**config.mk**
```make
export PLATFORM = sky130hd
export DESIGN_NAME = stepper_speed_ramp_controller
export DESIGN_NICKNAME = d
export VERILOG_FILES = /design/src/rtl/ssrc_pkg.sv /design/src/rtl/ssrc_div.sv /design/src/rtl/stepper_speed_ramp_controller.sv
export SDC_FILE = /design/constraint.sdc
export NUM_CORES = 1
export LEC_CHECK = 0
export ABC_AREA = 1
export BUFFER_PORTS_ARGS = -buffer_cell sky130_fd_sc_hd__buf_4
export CORE_ASPECT_RATIO = 0.9
export CORE_MARGIN = 2
export CORE_UTILIZATION = 30
export CTS_CLUSTER_DIAMETER = 200
export DETAILED_ROUTE_END_ITERATION = 10
export HOLD_SLACK_MARGIN = 0.05
export SKIP_LAST_GASP = 1
export SLEW_MARGIN = 5
export SYNTH_ARGS = -nofsm -noshare
export SYNTH_HDL_FRONTEND = slang
export SYNTH_SLANG_ARGS = --single-unit
```
**constraint.sdc**
```tcl
create_clock -name clk -period 9.12 [get_ports clk]
set_input_delay 0 -clock clk [delete_from_list [all_inputs] [get_ports clk]]
set_output_delay 0 -clock clk [all_outputs]
set_load 0.01 [all_outputs]
```
**src/rtl/ssrc_pkg.sv**
```systemverilog
// ----------------------------------------------------------------------------
// ssrc_pkg: stepper speed ramp controller shared definitions
// Field widths, fixed-point constants, op codes and register indexes.
// ----------------------------------------------------------------------------
package ssrc_pkg;

	localparam int unsigned TIMER_RATE      = 1000000;
	localparam int unsigned SPEED_FRAC_BITS = 8;

	localparam int unsigned TGT_W    = 16;
	localparam int unsigned SPEED_W  = TGT_W + SPEED_FRAC_BITS;
	localparam int unsigned RATE_W   = 15;
	localparam int unsigned DELTA_W  = 23;
	localparam int unsigned CODE_W   = 3;
	localparam int unsigned PERIOD_W = 20;
	localparam int unsigned ADDR_W   = 5;
	localparam int unsigned DATA_W   = 32;

	// largest log2 microstep factor, the frequency width that follows from it and the dividend width
	localparam logic [CODE_W-1:0] MAX_CODE = 3'd5;
	localparam int unsigned FREQ_W = RATE_W + 5;
	localparam int unsigned DVD_W  = $clog2(TIMER_RATE + 1);

	// speed thresholds for automatic microstep selection, Q.8
	localparam logic [SPEED_W-1:0] LOW_THRESH_Q  = SPEED_W'(150 << SPEED_FRAC_BITS);
	localparam logic [SPEED_W-1:0] MED_THRESH_Q  = SPEED_W'(800 << SPEED_FRAC_BITS);
	localparam logic [SPEED_W-1:0] HIGH_THRESH_Q = SPEED_W'(1000 << SPEED_FRAC_BITS);

	localparam logic [CODE_W-1:0] CODE_SLOW   = 3'd4;
	localparam logic [CODE_W-1:0] CODE_MEDIUM = 3'd3;
	localparam logic [CODE_W-1:0] CODE_FAST   = 3'd2;
	localparam logic [CODE_W-1:0] CODE_FULL   = 3'd0;

	localparam logic [PERIOD_W-1:0] PERIOD_RESET = 20'd20000;

	localparam logic [RATE_W-1:0]  MAX_RATE_RESET = 15'd2000;
	localparam logic [RATE_W-1:0]  MIN_RATE_RESET = 15'd50;
	localparam logic [DELTA_W-1:0] DELTA_RESET    = 23'd2560;
	localparam logic [CODE_W-1:0]  INIT_CODE_RESET = 3'd1;

	typedef enum logic [1:0] {
		OP_TICK  = 2'd0,
		OP_START = 2'd1,
		OP_STOP  = 2'd2
	} op_t;

	typedef enum logic [2:0] {
		REG_MAX_RATE  = 3'd0,
		REG_MIN_RATE  = 3'd1,
		REG_MAX_DELTA = 3'd2,
		REG_INIT_CODE = 3'd3,
		REG_AUTO      = 3'd4
	} reg_idx_t;

	// handshake between the sequencer and the period divider
	typedef struct packed {
		logic busy;
		logic done;
	} div_stat_t;

	function automatic logic [CODE_W-1:0] clamp_code(input logic [CODE_W-1:0] c);
		return (c > MAX_CODE) ? MAX_CODE : c;
	endfunction

endpackage

```
**src/rtl/ssrc_div.sv**
```systemverilog
// ----------------------------------------------------------------------------
// ssrc_div: bit-serial period divider
// Restoring division of the timer rate by the step frequency, one quotient
// bit per cycle.
// ----------------------------------------------------------------------------
module ssrc_div import ssrc_pkg::*; (
	input  logic              clk,
	input  logic              arst_n,
	input  logic              start,
	input  logic [FREQ_W-1:0] divisor,
	output div_stat_t         stat,
	output logic [DVD_W-1:0]  quotient
);

	localparam int unsigned CNT_W = $clog2(DVD_W);

	logic [DVD_W-1:0]  dvd_q;
	logic [FREQ_W-1:0] rem_q;
	logic [FREQ_W-1:0] dsr_q;
	logic [DVD_W-1:0]  quo_q;
	logic [CNT_W-1:0]  cnt_q;
	logic              busy_q;
	logic              done_q;

	logic [FREQ_W:0] trial;
	logic [FREQ_W:0] diff;
	logic            fits;

	assign trial = {rem_q, dvd_q[DVD_W-1]};
	assign diff  = trial - {1'b0, dsr_q};
	assign fits  = (trial >= {1'b0, dsr_q});

	always_ff @(posedge clk or negedge arst_n) begin
		if (!arst_n) begin
			busy_q <= 1'b0;
			done_q <= 1'b0;
			cnt_q  <= '0;
		end else begin
			done_q <= 1'b0;
			if (start) begin
				busy_q <= 1'b1;
				cnt_q  <= '0;
			end else if (busy_q) begin
				cnt_q <= cnt_q + 1'b1;
				if (cnt_q == CNT_W'(DVD_W - 1)) begin
					busy_q <= 1'b0;
					done_q <= 1'b1;
				end
			end
		end
	end

	// datapath needs no reset
	always_ff @(posedge clk) begin
		if (start) begin
			dvd_q <= DVD_W'(TIMER_RATE);
			rem_q <= '0;
			quo_q <= '0;
			dsr_q <= divisor;
		end else if (busy_q) begin
			dvd_q <= {dvd_q[DVD_W-2:0], 1'b0};
			rem_q <= fits ? diff[FREQ_W-1:0] : trial[FREQ_W-1:0];
			quo_q <= {quo_q[DVD_W-2:0], fits};
		end
	end

	assign stat.busy = busy_q;
	assign stat.done = done_q;
	assign quotient  = quo_q;

endmodule

```
**src/rtl/stepper_speed_ramp_controller.sv**
```systemverilog
// ----------------------------------------------------------------------------
// stepper_speed_ramp_controller: stepper acceleration ramp and STEP timing
// Sequence: start, stop, unused ops and ticks while stopped finish in the idle
//   state; a tick while running passes through the slew, step and rate states
//   and, when the clamped rate is nonzero, the 20-bit serial divider.
// Handshake: one request at a time, the next accepted once the result is
//   registered; a stall on the result channel holds the next request back.
// Reset: asynchronous, clears control state; registers return to defaults.
// ----------------------------------------------------------------------------
module stepper_speed_ramp_controller import ssrc_pkg::*; (
	input  logic                      clk,
	input  logic                      arst_n,
	// configuration port
	input  logic                      psel,
	input  logic                      penable,
	input  logic                      pwrite,
	input  logic [ADDR_W-1:0]         paddr,
	input  logic [DATA_W-1:0]         pwdata,
	output logic [DATA_W-1:0]         prdata,
	output logic                      pready,
	// request channel
	input  logic                      in_valid,
	output logic                      in_ready,
	input  logic [1:0]                op,
	input  logic signed [TGT_W-1:0]   target_rate,
	// result channel
	output logic                      out_valid,
	input  logic                      out_ready,
	output logic                      pulse_active,
	output logic                      direction,
	output logic [PERIOD_W-1:0]       step_period,
	output logic [CODE_W-1:0]         microstep_pins,
	output logic signed [SPEED_W-1:0] speed_now,
	output logic                      status
);

	typedef enum logic [4:0] {
		S_IDLE = 5'b00001,
		S_SLEW = 5'b00010,
		S_STEP = 5'b00100,
		S_RATE = 5'b01000,
		S_DIV  = 5'b10000
	} state_t;

	localparam state_t S_DONE_UNUSED = S_IDLE;

	// configuration registers
	logic [RATE_W-1:0]  max_rate_q;
	logic [RATE_W-1:0]  min_rate_q;
	logic [DELTA_W-1:0] max_delta_q;
	logic [CODE_W-1:0]  init_code_q;
	logic               auto_q;

	logic     cfg_wr;
	reg_idx_t cfg_idx;

	assign pready  = 1'b1;
	assign cfg_wr  = psel && penable && pwrite;
	assign cfg_idx = reg_idx_t'(paddr[ADDR_W-1:2]);

	always_ff @(posedge clk or negedge arst_n) begin
		if (!arst_n) begin
			max_rate_q  <= MAX_RATE_RESET;
			min_rate_q  <= MIN_RATE_RESET;
			max_delta_q <= DELTA_RESET;
			init_code_q <= INIT_CODE_RESET;
			auto_q      <= 1'b0;
		end else if (cfg_wr) begin
			unique case (cfg_idx)
				REG_MAX_RATE:  max_rate_q  <= pwdata[RATE_W-1:0];
				REG_MIN_RATE:  min_rate_q  <= pwdata[RATE_W-1:0];
				REG_MAX_DELTA: max_delta_q <= pwdata[DELTA_W-1:0];
				REG_INIT_CODE: init_code_q <= pwdata[CODE_W-1:0];
				REG_AUTO:      auto_q      <= pwdata[0];
				default: ;
			endcase
		end
	end

	always_comb begin
		prdata = '0;
		unique case (cfg_idx)
			REG_MAX_RATE:  prdata = DATA_W'(max_rate_q);
			REG_MIN_RATE:  prdata = DATA_W'(min_rate_q);
			REG_MAX_DELTA: prdata = DATA_W'(max_delta_q);
			REG_INIT_CODE: prdata = DATA_W'(init_code_q);
			REG_AUTO:      prdata = DATA_W'(auto_q);
			default:       prdata = '0;
		endcase
	end

	// sequencer and motion state
	state_t                    state_q;
	logic                      done_q;
	logic                      running_q;
	logic                      pulse_q;
	logic                      dir_q;
	logic                      dir_pend_q;
	logic [PERIOD_W-1:0]       period_q;
	logic [CODE_W-1:0]         code_q;
	logic signed [SPEED_W-1:0] speed_q;
	logic                      status_q;
	logic signed [TGT_W-1:0]   tgt_q;
	logic signed [SPEED_W:0]   diff_q;
	logic [FREQ_W-1:0]         step_freq;

	logic                      out_valid_q;
	logic                      out_pulse_q;
	logic                      out_dir_q;
	logic [PERIOD_W-1:0]       out_period_q;
	logic [CODE_W-1:0]         out_code_q;
	logic signed [SPEED_W-1:0] out_speed_q;
	logic                      out_status_q;

	logic in_acc;
	logic out_free;

	assign in_ready = (state_q == S_IDLE) && !done_q;
	assign in_acc   = in_valid && in_ready;
	assign out_free = !out_valid_q || out_ready;

	// slew limit
	logic signed [SPEED_W:0]   tq_ext;
	logic signed [SPEED_W:0]   lim_pos;
	logic signed [SPEED_W:0]   lim_neg;
	logic signed [SPEED_W:0]   step_amt;
	logic signed [SPEED_W:0]   speed_sum;

	assign tq_ext  = {tgt_q[TGT_W-1], tgt_q, SPEED_FRAC_BITS'(0)};
	assign lim_pos = $signed({2'b00, max_delta_q});
	assign lim_neg = -lim_pos;

	always_comb begin
		if (diff_q > lim_pos) begin
			step_amt = lim_pos;
		end else if (diff_q < lim_neg) begin
			step_amt = lim_neg;
		end else begin
			step_amt = diff_q;
		end
	end

	assign speed_sum = {speed_q[SPEED_W-1], speed_q} + step_amt;

	// magnitude, microstep selection and rate clamp
	logic [SPEED_W-1:0]                 mag;
	logic [SPEED_W-SPEED_FRAC_BITS-1:0] whole;
	logic [RATE_W-1:0]                  rate_sat;
	logic [RATE_W-1:0]                  rate_clip;
	logic [RATE_W-1:0]                  rate;
	logic [CODE_W-1:0]                  auto_code;
	logic [CODE_W-1:0]                  code_next;

	assign mag   = speed_q[SPEED_W-1] ? SPEED_W'(-speed_q) : SPEED_W'(speed_q);
	assign whole = mag[SPEED_W-1:SPEED_FRAC_BITS];

	always_comb begin
		if (mag < LOW_THRESH_Q) begin
			auto_code = CODE_SLOW;
		end else if (mag < MED_THRESH_Q) begin
			auto_code = CODE_MEDIUM;
		end else if (mag < HIGH_THRESH_Q) begin
			auto_code = CODE_FAST;
		end else begin
			auto_code = CODE_FULL;
		end
	end

	// factor only follows the automatic pick while auto mode is on and the speed is below the rate limit
	assign code_next = (auto_q && (mag < {1'b0, max_rate_q, SPEED_FRAC_BITS'(0)}))
		? auto_code : code_q;

	assign rate_sat  = whole[SPEED_W-SPEED_FRAC_BITS-1] ? {RATE_W{1'b1}}
		: whole[RATE_W-1:0];
	assign rate_clip = (rate_sat > max_rate_q) ? max_rate_q : rate_sat;
	assign rate      = (rate_clip < min_rate_q) ? '0 : rate_clip;

	// period divider
	div_stat_t          div_stat;
	logic [DVD_W-1:0]   quotient;
	logic               div_start;

	assign div_start = (state_q == S_RATE) && (rate != '0);

	ssrc_div u_div (
		.clk      (clk),
		.arst_n   (arst_n),
		.start    (div_start),
		.divisor  (step_freq),
		.stat     (div_stat),
		.quotient (quotient)
	);

	always_ff @(posedge clk) begin
		if (in_acc) begin
			tgt_q <= target_rate;
		end
		if (state_q == S_SLEW) begin
			diff_q <= tq_ext - {speed_q[SPEED_W-1], speed_q};
		end
	end

	assign step_freq = FREQ_W'(rate) << code_next;

	always_ff @(posedge clk or negedge arst_n) begin
		if (!arst_n) begin
			state_q    <= S_IDLE;
			done_q     <= 1'b0;
			running_q  <= 1'b0;
			pulse_q    <= 1'b0;
			dir_q      <= 1'b0;
			dir_pend_q <= 1'b0;
			period_q   <= PERIOD_RESET;
			code_q     <= clamp_code(INIT_CODE_RESET);
			speed_q    <= '0;
			status_q   <= 1'b0;
		end else begin
			unique case (state_q)
				S_IDLE: begin
					if (in_acc) begin
						status_q <= 1'b0;
						done_q   <= 1'b1;
						unique case (op_t'(op))
							OP_TICK: begin
								if (running_q) begin
									state_q <= S_SLEW;
									done_q  <= 1'b0;
								end
							end
							OP_START: begin
								if (running_q) begin
									status_q <= 1'b1;
								end else begin
									running_q <= 1'b1;
									code_q    <= clamp_code(init_code_q);
								end
							end
							OP_STOP: begin
								if (running_q) begin
									speed_q   <= '0;
									pulse_q   <= 1'b0;
									running_q <= 1'b0;
								end
							end
							default: ;
						endcase
					end else if (done_q && out_free) begin
						done_q <= 1'b0;
					end
				end
				S_SLEW: state_q <= S_STEP;
				S_STEP: begin
					speed_q <= speed_sum[SPEED_W-1:0];
					state_q <= S_RATE;
				end
				S_RATE: begin
					code_q     <= code_next;
					dir_pend_q <= speed_q[SPEED_W-1];
					if (rate == '0) begin
						pulse_q <= 1'b0;
						state_q <= S_IDLE;
						done_q  <= 1'b1;
					end else begin
						state_q <= S_DIV;
					end
				end
				S_DIV: begin
					if (div_stat.done) begin
						period_q <= (quotient == '0) ? PERIOD_W'(1) : PERIOD_W'(quotient);
						dir_q    <= dir_pend_q;
						pulse_q  <= 1'b1;
						state_q  <= S_IDLE;
						done_q   <= 1'b1;
					end
				end
				default: state_q <= S_DONE_UNUSED;
			endcase
		end
	end

	// result register
	always_ff @(posedge clk or negedge arst_n) begin
		if (!arst_n) begin
			out_valid_q <= 1'b0;
		end else if (state_q == S_IDLE && done_q && out_free) begin
			out_valid_q <= 1'b1;
		end else if (out_ready) begin
			out_valid_q <= 1'b0;
		end
	end

	always_ff @(posedge clk) begin
		if (state_q == S_IDLE && done_q && out_free) begin
			out_pulse_q  <= pulse_q;
			out_dir_q    <= dir_q;
			out_period_q <= period_q;
			out_code_q   <= code_q;
			out_speed_q  <= speed_q;
			out_status_q <= status_q;
		end
	end

	assign out_valid      = out_valid_q;
	assign pulse_active   = out_pulse_q;
	assign direction      = out_dir_q;
	assign step_period    = out_period_q;
	assign microstep_pins = out_code_q;
	assign speed_now      = out_speed_q;
	assign status         = out_status_q;

`ifndef SYNTHESIS
	a_busy_after_req: assert property (@(posedge clk) disable iff (!arst_n)
		in_acc |=> !in_ready)
		else $error("request accepted while busy");

	a_pulse_needs_run: assert property (@(posedge clk) disable iff (!arst_n)
		pulse_q |-> running_q)
		else $error("pulse train on while stopped");

	a_period_nonzero: assert property (@(posedge clk) disable iff (!arst_n)
		period_q != '0)
		else $error("step period is zero");

	a_code_range: assert property (@(posedge clk) disable iff (!arst_n)
		code_q <= MAX_CODE)
		else $error("microstep code out of range");

	a_div_only_in_div: assert property (@(posedge clk) disable iff (!arst_n)
		div_stat.busy |-> (state_q == S_DIV))
		else $error("divider busy outside divide state");
`endif

endmodule

```
==> run summary <==
The average footprint of a synthesized cell is 8.26 sq um, and the fraction of power spent switching nets is 0.423. The remaining max-slew budget at the tightest pin is 0.221, and the x dimension of the die is 266 microns. Leaving out fill and tap cells, the most frequent cell in the layout is sky130_fd_sc_hd__nand2_1. For this design, the slowest cell found on the critical path is sky130_fd_sc_hd__dfrtp_1.

The clock root buffer is sky130_fd_sc_hd__clkbuf_16. The run gives 41000 microns as the HPWL reported at the end of detailed placement. For the final setup skew, the log shows 0.0182 ns. The part of the power in the clock network was 0.224. The number of gates given a new drive strength after cts was 0; the total power divided by cell area was 256 nW/um^2. On the critical path the largest part of the delay comes from simple AND/OR/NAND/NOR gates. For the synthesized netlist cell count, the log shows 2235. The remaining global-route overflow came out at 0. The setup path with the least slack is of type reg2reg. The initial antenna violation count was 0.

On the final layout, the worst hold slack is 0.0323 ns. The required time of the critical path is 9.60 ns. TritonCTS built the clock tree. Once detail routing completed, the nets flagged for antenna violations numbered 0. The first global-routing pass estimated 83300 microns of wire.

At the worst endpoint, the arrival time is 7.77 ns. The proportion of power drawn by flip-flops and latches came out at 0.324. The standby leakage power was 9.95 nW. The number of buffers and inverters on the critical path is 4. For the pin with the worst max-slew slack, the measured transition is 1.16 ns. IR analysis of the VDD net gives a maximum drop of 151 uV.

The final critical-path share of the clock period came out at 0.799. The logs give 0.407 for the part of the Yosys area used for sequential elements and 147 for the number of top-level design ports. The run finished with clean final reports. The sum of negative setup slack is 0 ns.

The final critical-path required period works out to 7.29 ns. The tools report the worst-skew pair later-pin latency as 0.60 ns. The logs give 14900 for the number of global-route vias before repair and 31 for the number of clock buffers inserted by TritonCTS. Setup repair after global routing left no endpoint under its margin.

The final net count was 2614. The primary flip-flop cell chosen by synthesis mapping was sky130_fd_sc_hd__edfxtp_1. The run gives 0 as the final antenna diode count. The tools report the total of fill cells in the finished design as 6208. The path class of the tightest hold or removal check is in2async. The async set-or-reset flop fraction in the synthesized netlist works out to 0.427. The total count of max-transition violations in the final report is 0. The maximum clock frequency came out at 137 MHz. From bottom edge to top edge, the die measures 239 microns.

The first detailed-routing pass ran for 6 iterations. The number of vias per cell is 4.96, and the global placement routability congestion is 0.949. Counting stages on the worst path, the most repeated cell is sky130_fd_sc_hd__nand2_1. Yosys mapped the design onto 71 distinct sky130hd cell types.

Entering global routing, the biggest net connects 73 pins. The number of sinks on the clock net is 288. Setup violations remaining at the end of the flow were counted as 0.

The area growth from synthesis to layout is 17.3%. Initial core utilization: 0.303. The synthesized design contains 288 register bits. For this block, the initial DRC count from the detailed router was 1314. The run gives 0.452 as the part of the power in combinational logic. Overall fraction of global-route tracks in use: 0.164.

The level count of the clock H-tree was 1; the post-detailed-route wirelength per cell was 16.6 microns. Yosys mapped a number of flops with a built-in enable equal to 111. The logs give 61000 sq um for the placeable core region and 86 for the standard-cell row count. The tools report the capturing element type of the critical path as a register. After clock tree synthesis, the clock-pin slew on the worst setup and hold paths is 0.07 ns. The Yosys warning count was 0; the die area was 63600 sq um. The tools report the type of element launching the critical path as a register. The net switching power of the design was 0.00235 W; the internal power was 0.00320 W.

The top cell types in the final layout, fill and taps aside, are sky130_fd_sc_hd__nand2_1, sky130_fd_sc_hd__inv_1, sky130_fd_sc_hd__o21ai_0. Max-cap violations in this run came to 0. The clock passes through at most 3 buffers. For this block, the routed nets add up to 53200 microns of wire.

The run gives 0 as the count of endpoints failing hold in the final timing report. In this design, the stage delay of the slowest critical-path cell is 0.40 ns. For this run, design rule violations remaining after detail routing come to 0. Across all layers, the routed design uses 15900 vias. The synthesized area was 18500 sq um.

The highest net fanout along the worst path was 37. The share of layout cells above drive strength 1 came out at 0.135. In this run the tool buffered the top-level ports with 125 buffer cells.
[cell usage after synthesis, drive strengths merged, types with 23 or more instances]
cell type | number | share of area
ha | 155 | 0.11
o21ai | 191 | 0.054
clkbuf | 43 | 0.0087
nand3 | 119 | 0.037
nand2 | 524 | 0.11
buf | 31 | 0.014
dfrtp | 104 | 0.14
nand4 | 23 | 0.0078
nor2 | 173 | 0.041
nor3 | 23 | 0.0077
edfxtp | 111 | 0.18
o211ai | 26 | 0.011
xor2 | 60 | 0.030
inv | 240 | 0.049
a21oi | 187 | 0.056
dfxtp | 54 | 0.059
[per-stage QoR]
stage / setup WS [ns] / cell area [sq um] / util / cells / total power, W
5_1_grt: 1.23 / 21700 / 0.355 / 3212 / 0.00598
4_1_cts: 1.96 / 21700 / 0.355 / 3212 / 0.00556
2_1_floorplan: 3.61 / 18500 / - / 2243 / 0.00364
3_3_place_gp: 2.08 / 20100 / 0.330 / 3100 / 0.00423
3_5_place_dp: 2.02 / 20100 / 0.330 / 3100 / 0.00428
6_report: 1.83 / 21700 / 0.355 / 3212 / 0.00555
[worst paths after layout]
path	slack, ns	cells past startpoint	endpoint	start
max	1.83	36	speed_q[23]	max_delta_q[0]
min	0.03	2	period_q[16]	arst_n
max reg2reg	1.83	36	speed_q[23]	max_delta_q[0]
min reg2reg	0.45	0	step_period[15]	period_q[15]
max in group asynchronous	7.66	3	min_rate_q[3]	arst_n
min in group clk	0.11	2	tgt_q[9]	target_rate[9]
[state kept, by name (all words and copies together), names as in the netlist, 5 cells and up]
name / flops
u_div.dvd_q: 14
min_rate_q: 15
u_div.rem_q: 20
step_period: 20
u_div.cnt_q: 5
state_q: 5
u_div.quotient: 20
period_q: 20
diff_q: 25
tgt_q: 16
speed_now: 24
u_div.dsr_q: 20
speed_q: 24
max_rate_q: 15
max_delta_q: 23
[cell type report]
| type | count | area, sq um | area share |
|---|---|---|---|
| Tap cell | 792 | 991 | 0.0457 |
| Clock buffer | 39 | 847 | 0.0391 |
| Inverter | 246 | 931 | 0.0430 |
| Clock inverter | 19 | 143 | 0.00659 |
| Timing Repair Buffer | 193 | 1580 | 0.0731 |
| Multi-Input combinational cell | 1635 | 9650 | 0.445 |
| Sequential cell | 288 | 7520 | 0.347 |
[repair_timing]
action | 4_1_cts | 5_1_grt
endpoints found under the hold margin | 133 | 0
hold buffers | 54 | 0
setup buffers | 0 | 0
[per-layer routing]
metal	routed length [microns]	global-route usage
met1	26600	0.243
met2	22600	0.254
met3	2690	0.0190
met4	1290	0.0419
met5	0	0
[cells by family (layout without fill, tap and decap cells)]
logic type / count (synthesis) / in the layout / share of synthesized area
adder cells (fa/ha/maj): 157 / 157 / 0.107
buffers and inverters: 320 / 497 / 0.0728
AO/OA/AOI/OAI: 495 / 495 / 0.158
flip-flops: 288 / 288 / 0.407
other: 2 / 10 / 0.000407
XOR/XNOR: 80 / 80 / 0.0396
AND/OR/NAND/NOR: 893 / 893 / 0.215
[power groups by stage]
stage	clock (W)	sequential (W)	combinational (W)
after floorplan	0	0.00178	0.00186
after global placement	0	0.00182	0.00241
after detailed placement	0	0.00182	0.00245
after CTS	0.00127	0.00180	0.00249
after global routing	0.00132	0.00182	0.00283
final	0.00124	0.00180	0.00251
Power figures use the tool's default switching activity.
